$ cat config.mk
export PLATFORM = sky130hd
export DESIGN_NAME = dpu_csr
export DESIGN_NICKNAME = d
export VERILOG_FILES = /design/src/rtl/dpu_pkg.sv /design/src/rtl/dpu_csr.sv
export SDC_FILE = /design/constraint.sdc
export NUM_CORES = 1
export LEC_CHECK = 0
export ABC_CLOCK_PERIOD_IN_PS = 1200
export BUFFER_PORTS_ARGS = -buffer_cell sky130_fd_sc_hd__buf_2
export CORE_MARGIN = 4
export CORE_UTILIZATION = 50
export DETAILED_ROUTE_END_ITERATION = 10
export PLACE_DENSITY = 0.82
export SKIP_CTS_REPAIR_TIMING = 1
export SYNTH_ARGS = -nofsm -noshare
export SYNTH_HDL_FRONTEND = slang
export SYNTH_SLANG_ARGS = --single-unit
$ cat constraint.sdc
create_clock -name clock -period 1.2 [get_ports clock]
set_input_delay 0.06 -clock clock [delete_from_list [all_inputs] [get_ports clock]]
set_output_delay 0.06 -clock clock [all_outputs]
set_load 0.01 [all_outputs]
$ cat src/rtl/dpu_pkg.sv
package dpu_pkg;

   // frame geometry
   localparam int FRAME_WIDTH  = 640;
   localparam int FRAME_HEIGHT = 480;
   localparam int COL_BITS     = 10;
   localparam int ROW_BITS     = 9;
   localparam logic [COL_BITS-1:0] COL_LAST = COL_BITS'(FRAME_WIDTH - 1);
   localparam logic [ROW_BITS-1:0] ROW_LAST = ROW_BITS'(FRAME_HEIGHT - 1);

   // configuration register indexes
   localparam int CSR_INDEX_BITS = 3;
   localparam logic [CSR_INDEX_BITS-1:0] CSR_DEPTH_SLOPE   = 3'd0;
   localparam logic [CSR_INDEX_BITS-1:0] CSR_DEPTH_OFFSET  = 3'd1;
   localparam logic [CSR_INDEX_BITS-1:0] CSR_INVERSE_FOCAL = 3'd2;
   localparam logic [CSR_INDEX_BITS-1:0] CSR_CENTER_COLUMN = 3'd3;
   localparam logic [CSR_INDEX_BITS-1:0] CSR_CENTER_ROW    = 3'd4;

   // configuration reset values
   localparam logic [23:0] SLOPE_RESET  = 24'd3297570;
   localparam logic [31:0] OFFSET_RESET = 32'd3576579809;
   localparam logic [23:0] FOCAL_RESET  = 24'd33554;
   localparam logic [9:0]  CCOL_RESET   = 10'd320;
   localparam logic [9:0]  CROW_RESET   = 10'd240;

   // divider: two quotient bits per iteration, 26 quotient bits
   localparam int DIV_STEPS     = 13;
   localparam int DIV_CNT_BITS  = $clog2(DIV_STEPS);
   localparam int QUOT_BITS     = 2 * DIV_STEPS;
   localparam logic [23:0] Z_MAX = 24'hFF_FFFF;

   typedef struct packed {
      logic [23:0] depth_slope;
      logic [31:0] depth_offset;
      logic [23:0] inverse_focal;
      logic [9:0]  center_column;
      logic [9:0]  center_row;
   } cfg_type;

   typedef enum logic [2:0] {
      ST_IDLE,
      ST_DEN_MUL,
      ST_DEN_SUB,
      ST_DIV_INIT,
      ST_DIV,
      ST_PROD,
      ST_SUM
   } state_type;

   typedef struct packed {
      logic load;
      logic den_mul;
      logic den_sub;
      logic div_init;
      logic div_step;
      logic prod_mul;
      logic result_load;
   } cmd_type;

   typedef struct packed {
      logic div_last;
   } stat_type;

   // join partial products, round half away from zero, saturate, apply sign
   function automatic logic signed [24:0] lateral_finish(input logic [45:0] lo,
                                                         input logic [45:0] hi,
                                                         input logic        neg);
      logic [57:0] prod;
      logic [33:0] mag;
      logic [24:0] sat_mag;
      prod = {12'd0, lo} + {hi, 12'd0} + 58'(1 << 23);
      mag  = prod[57:24];
      if (neg) begin
         sat_mag = (mag > 34'h100_0000) ? 25'h100_0000 : mag[24:0];
         return $signed(~sat_mag + 25'd1);
      end
      sat_mag = (mag > 34'(Z_MAX)) ? 25'(Z_MAX) : mag[24:0];
      return $signed(sat_mag);
   endfunction

endpackage

$ cat src/rtl/dpu_csr.sv
module dpu_csr (
   input  logic                clock,
   input  logic                reset,
   input  logic                csr_valid,
   output logic                csr_ready,
   input  logic [2:0]          csr_index,
   input  logic [31:0]         csr_data,
   output dpu_pkg::cfg_type    cfg
);
   import dpu_pkg::*;

   cfg_type cfg_ff;
   cfg_type cfg_in;

   assign csr_ready = 1'b1;
   assign cfg       = cfg_ff;

   // register write decode
   always_comb begin
      cfg_in = cfg_ff;
      if (csr_valid) begin
         case (csr_index)
            CSR_DEPTH_SLOPE:   cfg_in.depth_slope   = csr_data[23:0];
            CSR_DEPTH_OFFSET:  cfg_in.depth_offset  = csr_data;
            CSR_INVERSE_FOCAL: cfg_in.inverse_focal = csr_data[23:0];
            CSR_CENTER_COLUMN: cfg_in.center_column = csr_data[9:0];
            CSR_CENTER_ROW:    cfg_in.center_row    = csr_data[9:0];
            default:           cfg_in = cfg_ff;
         endcase
      end
   end

   always_ff @(posedge clock) begin
      if (reset) begin
         cfg_ff.depth_slope   <= SLOPE_RESET;
         cfg_ff.depth_offset  <= OFFSET_RESET;
         cfg_ff.inverse_focal <= FOCAL_RESET;
         cfg_ff.center_column <= CCOL_RESET;
         cfg_ff.center_row    <= CROW_RESET;
      end else begin
         cfg_ff <= cfg_in;
      end
   end

endmodule

==> reports/qor.yml, run 1 <==
routing:
  detail-route-antenna-nets: 0
  vias_per_cell: 4.84
  routedWlPerCell_um: 14.7
  dr.pass1.iters: 4
  drt-initial-drc-count: 86
  totalWireLength_um: 9540
  vias: 3141
  drc: 0
critical_path:
  endpoint_kind: "output port"
  cpMaxStageDelayCell: "dfxtp_1"
  crit_path_start_kind: "register"
  critPathKind: "reg2out"
  cp_data_required_time_ns: 1.14
  cp.buffers_inverters: 1
  crit_family: "flip-flops"
  slowest_delay_ns: 0.37
  critPathMaxFanout: 2
  cp.arrival_ns: 0.86
  crit_chain: "buf_2"
logic_synthesis:
  netlist_instances: 386
  synth_top_area_frac: 0.494
  netlist_area_um2: 4050
  ys_seq_elements: 100
  syn_area_per_cell_um2: 10.5
  synth_warnings: 0
  synthDistinctLibCells: 15
  synth.largest_area_cell: "dfxtp_1"
  syn_nets: 424
  netlist_top_cells_area: "dfxtp_1 49%, mux2i_1 25%, nand2b_1 14%"
  seq_area_frac_synth: 0.494
floorplanning:
  die_h_um: 98.0
  row_count: 32
  initial_core_util: 0.519
  io_pins: 139
  dieArea_um2: 9610
  die_x_um: 98.0
  core-area_um2: 7810
cells_and_area:
  antenna_cells: 0
  nFillCells: 652
  drive_above_1_share: 0.324
  area_delta_synth_final_pct: 29.8
  final_common_cell: "buf_2"
  layout.nets: 580
  layout_common_cells: "136 x buf_2, 100 x mux2i_1, 100 x dfxtp_1"
  largest_reg_flops: 100
grt:
  grt_pass1_vias: 3167
  grt_use_met3: 0.0836
  grt_pass1_wl_um: 15300
  grt_start_max_net_pins: 46
  grt-busiest-layer: "met2"
  grtUsageMet2: 0.320
  use_met1: 0.236
  overflow: 0
  grtUsageTotal: 0.195
  antenna_found_initial: 0
timing:
  rsz0062_at_grt: "false"
  fin_worst_skew_ns: 0
  min_period_ns: 0.922
  tns_ns: 0
  max_freq_mhz: 1090
  final_max_slew_viol_count: 0
  hold_viol: 4
  setup_viol: 0
  fin_crit_sh: 0.768
  holdWs_ns: -0.0217
pwr:
  ir_drop_mv: 0.686
  p_per_area_nw_per_um2: 1140
  leakage_nw: 2.51
run_status:
  violations: "hold timing"
  status: "finished, violations left"
place:
  gp_congestion: 0.826
  portBuffers: 137
  dp_hpwl_um: 6910
clock_network:
  clock_path_buffers: 2
  cts_made_buffers: 9
  htree_levels: 3
  root_buffer: "clkbuf_8"
  cts_tree: "yes"
  clkSinkCount: 100
  insertion_delay_ns: 0.36
  clk_pin_slew_worst_paths_ns: 0.09
job:
  drv_cap: 0
min_path:
  hold_path_class: "in2reg"
==> final timing paths <==
path / to / from / slack, ns / depth (start not counted)
setup / recovery: cfg[14] / cfg[14] / 0.28 / 1
hold / removal: cfg[75] / csr_data[31] / -0.02 / 3
setup reg to reg: cfg[49] / cfg[49] / 0.55 / 2
hold reg to reg: cfg[59] / cfg[59] / 0.47 / 2
==> power breakdown <==
part | internal (mW) | switching (mW)
combinational | 0.313 | 0.304
sequential | 3.39 | 0.0383
clock | 0.825 | 1.14
==> synthesized netlist by cell type <==
cell type and number:
dfxtp_1 100, nor4b_4 1, buf_4 3, nor4bb_1 1, clkbuf_1 13, or4b_1 1
mux2i_1 100, nor2_1 57, buf_6 4, buf_2 8, nand4b_1 1, nand4bb_1 3
conb_1 1, nand2b_1 92, and4bb_2 1
==> per-stage QoR <==
step / utilization / worst slack, ns / instances / instance area [µm²] / total power [mW]
after CTS: 0.654 / 0.254 / 634 / 5110 / 6.07
after global routing: 0.674 / 0.213 / 649 / 5260 / 6.30
after floorplan: - / 0.220 / 386 / 4050 / 3.83
final: 0.674 / 0.278 / 649 / 5260 / 6.01
after global placement: 0.631 / 0.0482 / 618 / 4920 / 4.07
after detailed placement: 0.631 / 0.0217 / 618 / 4920 / 4.09
==> worst register-to-register path, cell delays in order (launching register included) <==
cell     delay, ns
dfxtp_1       0.33
nor2_1        0.12
mux2i_1       0.09
==> cell type report <==
type	instances	area, µm²	share of cell area
Clock buffer	10	138	0.0262
Clock inverter	6	46.3	0.00880
Multi-Input combinational cell	258	1900	0.361
Sequential cell	100	2000	0.381
Tap cell	102	128	0.0243
Timing Repair Buffer	173	1050	0.199
==> layer usage <==
| layer | share of wire | wire [µm] |
|---|---|---|
| met3 | 0.10 | 963 |
| met2 | 0.47 | 4510 |
| met4 | 0.0062 | 59 |
| met5 | 0 | 0 |
| met1 | 0.42 | 4010 |
==> cell families after synthesis <==
kind of cell	Yosys count	synth area share
buffers and inverters	28	0.0386
other	1	0.000926
flip-flops	100	0.494
multiplexers	100	0.247
AND/OR/NAND/NOR	157	0.219
(Power assumes the default switching activity.)
==> run 2: changes to the inputs <==
--- a/config.mk
+++ b/config.mk
@@ -5,12 +5,12 @@
 export SDC_FILE = /design/constraint.sdc
 export NUM_CORES = 1
 export LEC_CHECK = 0
-export ABC_CLOCK_PERIOD_IN_PS = 1200
+export ABC_CLOCK_PERIOD_IN_PS = 800
 export BUFFER_PORTS_ARGS = -buffer_cell sky130_fd_sc_hd__buf_2
 export CORE_MARGIN = 4
-export CORE_UTILIZATION = 50
+export CORE_UTILIZATION = 45
 export DETAILED_ROUTE_END_ITERATION = 10
-export PLACE_DENSITY = 0.82
+export PLACE_DENSITY = 0.78
 export SKIP_CTS_REPAIR_TIMING = 1
 export SYNTH_ARGS = -nofsm -noshare
 export SYNTH_HDL_FRONTEND = slang
==> constraint.sdc (replaced) <==
create_clock -name clock -period 0.8 [get_ports clock]
set_input_delay 0.04 -clock clock [delete_from_list [all_inputs] [get_ports clock]]
set_output_delay 0.04 -clock clock [all_outputs]
set_load 0.01 [all_outputs]
==> run 2 against run 1 <==
Effect of this change: sequential power rose by 51%; sequential share of layout area fell by 4.6 points; first-iteration DRC count fell by 8.1%; final area rose by 21%; combinational power rose by 88%; the run ends with hold timing, setup timing left; critical endpoint is now cfg[84]; worst setup slack got worse by 0.35 ns; clock skew did not move; register-to-register slack got worse by 0.48 ns; sequential cell count did not move; total power rose by 69%; die area rose by 10%.
==> reports/qor.yml, run 2 (synthesis gave the netlist of run 1 again) <==
run_status:
  status: "finished, violations left"
  violations: "hold timing, setup timing"
routing:
  routedWlPerCell_um: 17.4
  dr.pass1.iters: 4
  detail-route-antenna-nets: 0
  drt-initial-drc-count: 79
  vias: 3361
  vias_per_cell: 4.95
  drc: 0
  totalWireLength_um: 11800
pwr:
  leakage_nw: 2.88
  ir_drop_mv: 0.951
  p_per_area_nw_per_um2: 1600
  power_mw: 10.2
floorplanning:
  die_x_um: 103
  io_pins: 139
  row_count: 34
  die_h_um: 103
  initial_core_util: 0.465
  dieArea_um2: 10600
  core-area_um2: 8720
grt:
  grt_pass1_vias: 3060
  grt_pass1_wl_um: 14800
  overflow: 0
  grt_start_max_net_pins: 73
  antenna_found_initial: 0
  grtUsageTotal: 0.179
timing:
  final_max_slew_viol_count: 0
  max_freq_mhz: 1150
  layout_setup_ws_ns: -0.0721
  holdWs_ns: -0.0156
  fin_crit_sh: 1.09
  fin_worst_skew_ns: 0
  setup_viol: 100
  rsz0062_at_grt: "true"
  min_period_ns: 0.872
  hold_viol: 6
critical_path:
  critPathKind: "reg2out"
  cp.buffers_inverters: 1
  crit_chain: "buf_6"
  cp.arrival_ns: 0.83
  critPathMaxFanout: 2
  r2r_setup_slack_ns: 0.07
  slowest_delay_ns: 0.37
  cpMaxStageDelayCell: "dfxtp_2"
  cp_data_required_time_ns: 0.76
  crit_path_start_kind: "register"
  crit_family: "flip-flops"
  endpoint_kind: "output port"
place:
  portBuffers: 137
  placed_area_um2: 4960
  gp_congestion: 0.771
  dp_hpwl_um: 6870
clock_network:
  cts_made_buffers: 9
  clkSinkCount: 100
  cts_tree: "yes"
  insertion_delay_ns: 0.35
  root_buffer: "clkbuf_8"
  clk_pin_slew_worst_paths_ns: 0.10
  clock_path_buffers: 2
  htree_levels: 3
cells_and_area:
  final_common_cell: "buf_6"
  fin_area_um2: 6360
  utilization: 0.730
  drive_above_1_share: 0.511
  largest_reg_flops: 100
  nFillCells: 594
  layout.nets: 605
  area_delta_synth_final_pct: 57.1
  antenna_cells: 0
  layout_common_cells: "103 x buf_6, 100 x mux2i_1, 100 x dfxtp_2"
min_path:
  hold_path_class: "in2reg"
job:
  drv_cap: 0
## run 2: cell count changes in the layout (fill, tap and decap cells not counted), sizes merged
cell	delta
clkinvlp	-2
bufinv	+3
buf	+14
dlygate4sd3	+10
inv	-1
## run 2: power by group
part / leakage [nW] / total (mW) / switching [mW] / internal, mW
combinational: 1.93 / 1.16 / 0.502 / 0.662
clock: 0.120 / 3.81 / 1.73 / 2.07
sequential: 0.826 / 5.19 / 0.0884 / 5.10
total: 2.88 / 10.2 / 2.32 / 7.84
## run 2: worst paths after layout
kind                                 to  depth (start not counted)   startpoint
worst max-delay path            cfg[84]                          1      cfg[84]
worst min-delay path            cfg[82]                          3  csr_data[6]
worst max register to register  cfg[94]                          3      cfg[94]
worst min register to register  cfg[80]                          2      cfg[80]
## run 2: cell type report
cell class              count  area [µm²]  share of cell area
repair buffers            198        1960               0.308
multi-input cells         258        1900               0.299
clock inverters             6         113              0.0177
flip-flops and latches    100        2130               0.334
well taps                 108         135              0.0212
clock buffers               9         124              0.0195
## run 2: per-layer routing
| metal | GRT usage | wire [µm] | up-vias |
|---|---|---|---|
| li1 | - | - | 1626 |
| met5 | 0 | 0 | - |
| met1 | 0.217 | 4530 | 1627 |
| met3 | 0.0595 | 785 | 14 |
| met2 | 0.301 | 6360 | 94 |
| met4 | 0.0558 | 110 | 0 |
## run 2: through the flow
stage	instances	hold WS (ns)	setup slack [ns]	setup TNS, ns
after floorplan	386	0.195	-0.144	-3.71
after global placement	621	0.292	-0.297	-22.86
after detailed placement	621	0.309	-0.334	-25.47
after CTS	636	-0.0726	-0.122	-8.90
after global routing	679	-0.0142	-0.111	-8.29
final	679	-0.0156	-0.0721	-4.95
