--- src/rtl/dpu_pkg.sv ---
package dpu_pkg;

   // frame geometry
   localparam int FRAME_WIDTH  = 640;
   localparam int FRAME_HEIGHT = 480;
   localparam int COL_BITS     = 10;
   localparam int ROW_BITS     = 9;
   localparam logic [COL_BITS-1:0] COL_LAST = COL_BITS'(FRAME_WIDTH - 1);
   localparam logic [ROW_BITS-1:0] ROW_LAST = ROW_BITS'(FRAME_HEIGHT - 1);

   // configuration register indexes
   localparam int CSR_INDEX_BITS = 3;
   localparam logic [CSR_INDEX_BITS-1:0] CSR_DEPTH_SLOPE   = 3'd0;
   localparam logic [CSR_INDEX_BITS-1:0] CSR_DEPTH_OFFSET  = 3'd1;
   localparam logic [CSR_INDEX_BITS-1:0] CSR_INVERSE_FOCAL = 3'd2;
   localparam logic [CSR_INDEX_BITS-1:0] CSR_CENTER_COLUMN = 3'd3;
   localparam logic [CSR_INDEX_BITS-1:0] CSR_CENTER_ROW    = 3'd4;

   // configuration reset values
   localparam logic [23:0] SLOPE_RESET  = 24'd3297570;
   localparam logic [31:0] OFFSET_RESET = 32'd3576579809;
   localparam logic [23:0] FOCAL_RESET  = 24'd33554;
   localparam logic [9:0]  CCOL_RESET   = 10'd320;
   localparam logic [9:0]  CROW_RESET   = 10'd240;

   // divider: two quotient bits per iteration, 26 quotient bits
   localparam int DIV_STEPS     = 13;
   localparam int DIV_CNT_BITS  = $clog2(DIV_STEPS);
   localparam int QUOT_BITS     = 2 * DIV_STEPS;
   localparam logic [23:0] Z_MAX = 24'hFF_FFFF;

   typedef struct packed {
      logic [23:0] depth_slope;
      logic [31:0] depth_offset;
      logic [23:0] inverse_focal;
      logic [9:0]  center_column;
      logic [9:0]  center_row;
   } cfg_type;

   typedef enum logic [2:0] {
      ST_IDLE,
      ST_DEN_MUL,
      ST_DEN_SUB,
      ST_DIV_INIT,
      ST_DIV,
      ST_PROD,
      ST_SUM
   } state_type;

   typedef struct packed {
      logic load;
      logic den_mul;
      logic den_sub;
      logic div_init;
      logic div_step;
      logic prod_mul;
      logic result_load;
   } cmd_type;

   typedef struct packed {
      logic div_last;
   } stat_type;

   // join partial products, round half away from zero, saturate, apply sign
   function automatic logic signed [24:0] lateral_finish(input logic [45:0] lo,
                                                         input logic [45:0] hi,
                                                         input logic        neg);
      logic [57:0] prod;
      logic [33:0] mag;
      logic [24:0] sat_mag;
      prod = {12'd0, lo} + {hi, 12'd0} + 58'(1 << 23);
      mag  = prod[57:24];
      if (neg) begin
         sat_mag = (mag > 34'h100_0000) ? 25'h100_0000 : mag[24:0];
         return $signed(~sat_mag + 25'd1);
      end
      sat_mag = (mag > 34'(Z_MAX)) ? 25'(Z_MAX) : mag[24:0];
      return $signed(sat_mag);
   endfunction

endpackage

--- src/rtl/dpu_ctrl.sv ---
module dpu_ctrl (
   input  logic                clock,
   input  logic                reset,
   input  logic                req_valid,
   output logic                req_ready,
   output logic                rsp_valid,
   input  logic                rsp_ready,
   input  dpu_pkg::stat_type   stat,
   output dpu_pkg::cmd_type    cmd
);
   import dpu_pkg::*;

   state_type state_ff;
   state_type state_in;
   logic      rsp_valid_ff;
   logic      rsp_valid_in;

   assign req_ready = (state_ff == ST_IDLE);
   assign rsp_valid = rsp_valid_ff;

   // next state and commands
   always_comb begin
      state_in = state_ff;
      cmd      = '0;
      case (state_ff)
         ST_IDLE: begin
            if (req_valid) begin
               cmd.load = 1'b1;
               state_in = ST_DEN_MUL;
            end
         end
         ST_DEN_MUL: begin
            cmd.den_mul = 1'b1;
            state_in    = ST_DEN_SUB;
         end
         ST_DEN_SUB: begin
            cmd.den_sub = 1'b1;
            state_in    = ST_DIV_INIT;
         end
         ST_DIV_INIT: begin
            cmd.div_init = 1'b1;
            state_in     = ST_DIV;
         end
         ST_DIV: begin
            cmd.div_step = 1'b1;
            if (stat.div_last) begin
               state_in = ST_PROD;
            end
         end
         ST_PROD: begin
            cmd.prod_mul = 1'b1;
            state_in     = ST_SUM;
         end
         ST_SUM: begin
            // wait for the output register to drain
            if (!rsp_valid_ff || rsp_ready) begin
               cmd.result_load = 1'b1;
               state_in        = ST_IDLE;
            end
         end
         default: state_in = ST_IDLE;
      endcase
   end

   // output valid flag
   always_comb begin
      rsp_valid_in = rsp_valid_ff;
      if (cmd.result_load) begin
         rsp_valid_in = 1'b1;
      end else if (rsp_ready) begin
         rsp_valid_in = 1'b0;
      end
   end

   always_ff @(posedge clock) begin
      if (reset) begin
         state_ff     <= ST_IDLE;
         rsp_valid_ff <= 1'b0;
      end else begin
         state_ff     <= state_in;
         rsp_valid_ff <= rsp_valid_in;
      end
   end

   // an accepted item starts the sequence
   a_accept_starts: assert property (@(posedge clock) disable iff (reset)
      (req_valid && req_ready) |=> (state_ff == ST_DEN_MUL))
      else $error("accepted item did not start processing");

   // a loaded result is offered on the next cycle
   a_result_shown: assert property (@(posedge clock) disable iff (reset)
      cmd.result_load |=> rsp_valid_ff)
      else $error("loaded result not offered");

   // a waiting result is never overwritten
   a_no_overwrite: assert property (@(posedge clock) disable iff (reset)
      cmd.result_load |-> (!rsp_valid_ff || rsp_ready))
      else $error("result register overwritten");

   // the sequencer moves on to the products when the divider finishes its last step
   a_div_last: assert property (@(posedge clock) disable iff (reset)
      (stat.div_last && state_ff == ST_DIV) |=> (state_ff == ST_PROD))
      else $error("divider end missed");

endmodule

--- config.mk ---
export PLATFORM = sky130hd
export DESIGN_NAME = dpu_ctrl
export DESIGN_NICKNAME = d
export VERILOG_FILES = /design/src/rtl/dpu_pkg.sv /design/src/rtl/dpu_ctrl.sv
export SDC_FILE = /design/constraint.sdc
export NUM_CORES = 1
export LEC_CHECK = 0
export BUFFER_PORTS_ARGS = -buffer_cell sky130_fd_sc_hd__buf_4
export CELL_PAD_IN_SITES_DETAIL_PLACEMENT = 0
export CELL_PAD_IN_SITES_GLOBAL_PLACEMENT = 2
export CORE_AREA = 5 5 42 44
export CTS_CLUSTER_DIAMETER = 150
export CTS_CLUSTER_SIZE = 8
export DETAILED_ROUTE_END_ITERATION = 6
export DIE_AREA = 0 0 47 49
export PLACE_DENSITY = 0.64
export SLEW_MARGIN = 25
export SYNTH_ARGS = -nofsm -noshare
export SYNTH_HDL_FRONTEND = slang
export SYNTH_SLANG_ARGS = --single-unit
--- constraint.sdc ---
create_clock -name clock -period 2.6 [get_ports clock]
set_clock_uncertainty 0.05 [all_clocks]
set_input_delay 0.52 -clock clock [delete_from_list [all_inputs] [get_ports clock]]
set_output_delay 0.52 -clock clock [all_outputs]
set_load 0.005 [all_outputs]
==> results of run 1 <==
[cell usage after synthesis, drive strengths merged]
library cell	instances	share of area, %
buf	4	15
dfxtp	4	31
nand3b	3	8.7
inv	2	2.9
nand2b	2	4.9
nor2	2	2.9
nor3	2	5.8
a211oi	1	2.9
a21oi	1	1.9
a311oi	1	3.4
a31oi	1	2.4
and2	1	2.4
nand4bb	1	4.4
nor2b	1	2.4
nor3b	1	2.9
o21bai	1	2.9
xnor2	1	3.4
[critical path: stages (launching register included)]
cell      delay [ns]
dfxtp_1         0.52
nand2b_1        0.20
nor2_1          0.05
buf_4           0.14
[report_power, final]
group          internal (W)  switching [W]
registers         0.0000667      0.0000131
clock network     0.0000516      0.0000247
logic             0.0000310      0.0000151
total              0.000149      0.0000529
[state kept, by name (all words and copies together), names as in the netlist]
name / count
rsp_valid: 1
state_ff: 3
[layer usage]
metal / part of all wire [%] / track usage [%]
met5: 0 / 0
met4: 3.3 / 6.91
met3: 5.1 / 1.48
met2: 53 / 9.95
met1: 38 / 7.69
[kinds of logic (layout without fill, tap and decap cells)]
family,count (synthesis),count (layout)
and+or+nand+nor,13,13
DFF,4,4
buffers and inverters,6,18
xor gates and xnor gates,1,1
AOI/OAI and AO/OA,5,5
[stage by stage]
stage / worst slack, ns / hold slack, ns / std cells / instance area [sq um] / utilization, %
final: 0.880 / 0.426 / 57 / 360 / 25.7
after global routing: 0.745 / 0.421 / 57 / 360 / 25.7
after floorplan: 1.12 / 0.457 / 29 / 258 / -
after global placement: 0.990 / 0.460 / 54 / 338 / 24.1
after detailed placement: 0.970 / 0.479 / 54 / 338 / 24.1
after CTS: 0.863 / 0.414 / 57 / 360 / 25.7
[area by class of cell]
class / instances / area share, %
multi-input cells: 19 / 36.8
well taps: 16 / 5.56
flip-flops and latches: 4 / 22.2
repair buffers: 13 / 27.1
clock buffers: 3 / 6.25
inverters: 2 / 2.08
[path summary, 6_finish.rpt]
kind	slack, ns	cells past startpoint	endpoint
worst max-delay path	0.88	3	cmd[2]
worst min-delay path	0.43	2	rsp_valid
worst max register to register	1.59	2	state_ff[1]
worst min register to register	0.49	2	rsp_valid
==> reports/metrics.yaml, run 1 <==
grt_first_pass_wirelength_um: 1130
fmax_mhz: 581
syn_area_sq_um: 258
synth_top_family_by_area: "simple AND/OR/NAND/NOR gates"
drtPass1Iterations: 3
crit_type: "flip-flop to output port"
cts_root_buf: "clkbuf_4"
rsz0062_at_grt: "no"
wl_per_cell_um: 11.0
fp-row-count: 14
crit_required_ns: 2.03
gp_congestion: 0.685
cts_hold_buf: 0
tightest_slew_ns: 0.352
critPathArrivalTime_ns: 1.15
grt-ovfl-total: 0
coreArea_sq_mm: 0.00140
power_per_cell_area_mw_per_mm2: 561
ys_ff_latch: 4
antenna_cells: 0
crit_start: "state_ff[1]"
path_max_fanout: 10
drc: 0
io_buffers: 13
track_usage_pct: 6.90
synth_simple_gate_area_share_pct: 34.5
dp_hpwl_um: 463
crit_path_end_kind: "output port"
clock_latency_ns: 0.23
syn_avg_cell_area_sq_um: 8.89
drive_gt1_share_pct: 41.5
die_y_um: 49
finalCritPeriodShare_pct: 66.1
die_x_um: 47
vias: 251
multiInputGateArea_sq_um: 133
syn2layout_area_growth_pct: 39.8
synth_compound_area_share_pct: 13.6
ys_types: 19
r2r_start: "state_ff[1]"
postCtsSetupBuffers: 0
syn_nets: 34
outcome: "completed"
drt_iter0_drc: 1
wirelength_um: 629
slew_viol_final: 0
regArea_sq_um: 80.1
ys_seq_area_share_pct: 31.1
final_common_cell: "buf_4"
fp.dieArea_sq_mm: 0.00230
power_w: 0.000202
power.leakage_nw: 0.156
grt_pass1_vias: 272
initial_core_util_pct: 18.4
yosysWarnings: 0
clock_sinks: 4
final_cell_mix: "13 x buf_4, 4 x dfxtp_1, 3 x nand3b_1, 3 x clkbuf_4"
antenna_found_initial: 0
ir_drop_mv: 0.176
cts_tree: "yes"
drt-vias-per-instance: 4.40
cts_buffer_depth: 2
netlist_instances: 29
min_from: "reset"
numCtsBuffers: 3
startpoint_type: "flip-flop"
relSlewSlack_pct: 76.5
min_period_ns: 1.72
ant_nets: 0
setup_viol: 0
grt_max_degree: 11
clk_pin_slew_worst_paths_ns: 0.04
io_pins: 14
maxCapViolCount: 0
num-fill-cells: 173
cts_max_level: 1
post_cts_resize_count: 0
hold_violations: 0
tns_ns: 0
synth_fa_ha_area_share_pct: 0
synthMuxAreaShare_pct: 0
synth-xor-area-share_pct: 3.40
final_nets: 48
hold_path.class: "input port to flip-flop"
(Power assumes the default switching activity.)
==> run 2: changes to the inputs <==
==> constraint.sdc (replaced) <==
create_clock -name clock -period 1.6 [get_ports clock]
set_clock_uncertainty 0.05 [all_clocks]
set_input_delay 0.32 -clock clock [delete_from_list [all_inputs] [get_ports clock]]
set_output_delay 0.32 -clock clock [all_outputs]
set_load 0.005 [all_outputs]
==> reports/metrics.yaml, run 2 (synthesized netlist as in run 1, its figures left out) <==
min_from: "reset"
power.leakage_nw: 0.156
fp.dieArea_sq_mm: 0.00230
hold_path.class: "input port to flip-flop"
clock_sinks: 4
cts_max_level: 1
syn2layout_area_growth_pct: 39.8
cts_buffer_depth: 2
postCtsSetupBuffers: 0
io_buffers: 13
final_area_sq_um: 360
drtPass1Iterations: 2
wirelength_um: 618
grt_first_pass_wirelength_um: 1040
tns_ns: 0
cts_hold_buf: 0
maxCapViolCount: 0
initial_core_util_pct: 18.4
final_common_cell: "buf_4"
drt-vias-per-instance: 4.42
min_period_ns: 1.52
fp-row-count: 14
num-fill-cells: 171
cts_tree: "yes"
power_per_cell_area_mw_per_mm2: 894
dp_hpwl_um: 494
tightest_slew_ns: 0.345
drt_iter0_drc: 2
largest_register_ffs: 3
startpoint_type: "flip-flop"
hold_end: "state_ff[0]"
hold_violations: 0
vias: 252
clock_latency_ns: 0.23
final_nets: 48
r2r_start: "state_ff[1]"
coreArea_sq_mm: 0.00140
die_y_um: 49
crit_required_ns: 1.23
track_usage_pct: 6.26
r2r-end: "state_ff[1]"
crit_slowest_cell: "dfxtp_1"
holdWs_ns: 0.234
antenna_found_initial: 0
setup_viol: 0
critPathArrivalTime_ns: 1.15
grt_pass1_vias: 256
drive_gt1_share_pct: 41.5
fmax_mhz: 658
reg2reg_setup_slack_ns: 0.60
die_x_um: 47
top_register: "state_ff"
rsz0062_at_grt: "no"
max_stage_delay_ns: 0.51
clk_pin_slew_worst_paths_ns: 0.04
ant_nets: 0
outcome: "completed"
crit_type: "flip-flop to output port"
io_pins: 14
hold_path_depth: 2
drc: 0
grt-ovfl-total: 0
crit_chain: "nand2b_1 -> nor2_1 -> buf_4"
post_dp_cell_area_sq_um: 338
cts_root_buf: "clkbuf_4"
finalCritPeriodShare_pct: 94.9
path_max_fanout: 10
slew_viol_final: 0
numCtsBuffers: 3
antenna_cells: 0
crit_path_end_kind: "output port"
relSlewSlack_pct: 77.0
final_cell_mix: "13 x buf_4, 4 x dfxtp_1, 3 x nand3b_1, 3 x clkbuf_4"
wl_per_cell_um: 10.8
ir_drop_mv: 0.479
post_cts_resize_count: 0
r2r_cells: 2
grt_max_degree: 11
power_w: 0.000322
gp_congestion: 0.724
## run 2: metal layers
| layer | GRT usage [%] | wire, um | share of wire (%) |
|---|---|---|---|
| met4 | 5.53 | 0 | 0 |
| met3 | 2.95 | 40 | 6.5 |
| met5 | 0 | 0 | 0 |
| met1 | 5.26 | 224 | 36 |
| met2 | 10.2 | 353 | 57 |
## run 2: power by group
group	internal (W)	leakage [nW]	switching, W
Combinational	0.0000504	0.109	0.0000252
Clock	0.0000834	0.0138	0.0000343
Sequential	0.000108	0.0327	0.0000204
## run 2: cell type report
type / count / area (sq um) / share of cell area, %
sequential: 4 / 80.1 / 22.2
clock buffer: 3 / 22.5 / 6.25
inverter: 2 / 7.51 / 2.08
timing repair buffer: 13 / 97.6 / 27.1
multi-input combinational: 19 / 133 / 36.8
tap: 16 / 20.0 / 5.56
## run 2: worst max path at each step
stage,start,end,slack [ns],depth (start not counted)
2_1_floorplan,state_ff[0],cmd[0],0.43,4
3_3_place_gp,state_ff[1],cmd[2],0.34,3
3_5_place_dp,state_ff[1],cmd[2],0.31,3
4_1_cts,state_ff[1],cmd[2],0.06,3
5_1_grt,state_ff[1],cmd[2],0.003,3
6_report,state_ff[1],cmd[2],0.08,3
## run 2: through the flow
stage / utilization (%) / setup WS [ns] / cells
final: 25.7 / 0.0813 / 57
after global routing: 25.7 / 0.00259 / 57
after CTS: 25.7 / 0.0595 / 57
after detailed placement: 24.1 / 0.314 / 54
after global placement: 24.1 / 0.341 / 54
after floorplan: - / 0.429 / 29
## run 2: worst max-delay path: cells and delay by family, from the launching register on
family / cells / cell delay [ns]
buffers and inverters: 1 / 0.14
AND/OR/NAND/NOR: 2 / 0.27
flip-flops: 1 / 0.51
==> run 3: changes to the inputs <==
--- a/config.mk
+++ b/config.mk
@@ -13,7 +13,7 @@
 export CTS_CLUSTER_SIZE = 8
 export DETAILED_ROUTE_END_ITERATION = 6
 export DIE_AREA = 0 0 47 49
-export PLACE_DENSITY = 0.64
+export PLACE_DENSITY_LB_ADDON = 0.15
 export SLEW_MARGIN = 25
 export SYNTH_ARGS = -nofsm -noshare
 export SYNTH_HDL_FRONTEND = slang
==> reports/metrics.yaml, run 3 (synthesized netlist as in run 1, its figures left out) <==
r2r_cells: 2
rsz0062_at_grt: "no"
largest_register_ffs: 3
num-fill-cells: 168
maxCapViolCount: 0
crit_required_ns: 1.23
cts_root_buf: "clkbuf_4"
dp_hpwl_um: 469
drive_gt1_share_pct: 48.8
min_period_ns: 1.41
crit_end: "cmd[6]"
die_x_um: 47
drtPass1Iterations: 4
cts_tree: "yes"
numCtsBuffers: 3
wl_per_cell_um: 10.7
final_cell_mix: "13 x buf_4, 3 x nand3b_1, 3 x clkbuf_4, 3 x dfxtp_2"
tns_ns: 0
drt-vias-per-instance: 4.47
final_common_cell: "buf_4"
hold_violations: 0
hold_path.class: "input port to flip-flop"
crit_start: "state_ff[1]"
clock_sinks: 4
power.leakage_nw: 0.157
syn2layout_area_growth_pct: 41.3
fp.dieArea_sq_mm: 0.00230
grt_max_degree: 11
vias: 255
postLayoutCoreUtil_pct: 26.0
top_register: "state_ff"
ant_nets: 0
finalCritPeriodShare_pct: 88.2
critPathArrivalTime_ns: 1.04
final_nets: 48
io_buffers: 13
setup_viol: 0
clock_latency_ns: 0.23
antenna_cells: 0
grt_pass1_vias: 261
relSlewSlack_pct: 86.8
clk_pin_slew_worst_paths_ns: 0.04
drt_iter0_drc: 4
fmax_mhz: 708
path_max_fanout: 10
r2r_start: "state_ff[2]"
cts_buffer_depth: 2
die_y_um: 49
track_usage_pct: 6.69
cts_hold_buf: 0
crit_path_end_kind: "output port"
initial_core_util_pct: 18.4
fp-row-count: 14
slew_viol_final: 0
drc: 0
crit_type: "flip-flop to output port"
r2r-end: "state_ff[0]"
reg2reg_setup_slack_ns: 0.69
grt-ovfl-total: 0
antenna_found_initial: 0
grt_first_pass_wirelength_um: 1080
tightest_slew_ns: 0.197
startpoint_type: "flip-flop"
io_pins: 14
ir_drop_mv: 0.298
wirelength_um: 612
power_per_cell_area_mw_per_mm2: 913
outcome: "completed"
coreArea_sq_mm: 0.00140
gp_congestion: 0.670
cts_max_level: 1
run 3: cell types whose count changed in the layout (fill, tap and decap cells not counted):
cell / before / now
dfxtp_1: 4 / 1
dfxtp_2: 0 / 3
run 3: area by class of cell:
cell class	instances	area, sq um	area share (%)
repair buffers	13	97.6	26.8
flip-flops and latches	4	83.8	23.0
well taps	16	20.0	5.50
clock buffers	3	22.5	6.19
inverters	2	7.51	2.06
multi-input cells	19	133	36.4
run 3: how the worst min path moves through the flow:
stage	from	endpoint	slack, ns	cells past startpoint
global route	reset	state_ff[2]	0.21	2
finish	reset	state_ff[1]	0.21	2
floorplan	reset	rsp_valid	0.34	1
detailed placement	reset	rsp_valid	0.47	2
global placement	reset	rsp_valid	0.47	2
CTS	reset	state_ff[1]	0.22	2
run 3: report_power, final:
group,switching (W),internal [W],total (W)
Sequential,0.0000202,0.000110,0.000130
Clock,0.0000429,0.0000840,0.000127
Combinational,0.0000243,0.0000505,0.0000748
Total,0.0000875,0.000245,0.000332
run 3: critical path, cell delays in order (launching register included):
cell     delay (ns)
dfxtp_2        0.36
nor3_2         0.20
and2_1         0.14
buf_4          0.10
run 3: through the flow:
step / instances / hold slack (ns) / power [W] / area (sq um) / setup slack [ns]
after floorplan: 29 / 0.339 / 0.000176 / 258 / 0.429
after global placement: 54 / 0.468 / 0.000207 / 338 / 0.336
after detailed placement: 54 / 0.467 / 0.000206 / 338 / 0.339
after CTS: 57 / 0.218 / 0.000336 / 360 / 0.0737
after global routing: 57 / 0.209 / 0.000360 / 364 / 0.0982
final: 57 / 0.214 / 0.000332 / 364 / 0.188
run 3: per-layer routing:
metal / track usage (%) / part of all wire, %
met1: 7.71 / 43
met2: 8.37 / 45
met3: 5.17 / 8.3
met4: 4.15 / 2.8
met5: 0 / 0
run 3: timing repair:
action	4_1_cts	5_1_grt
endpoints found under the setup margin	0	4
resized for setup	0	3
setup buffers	0	0
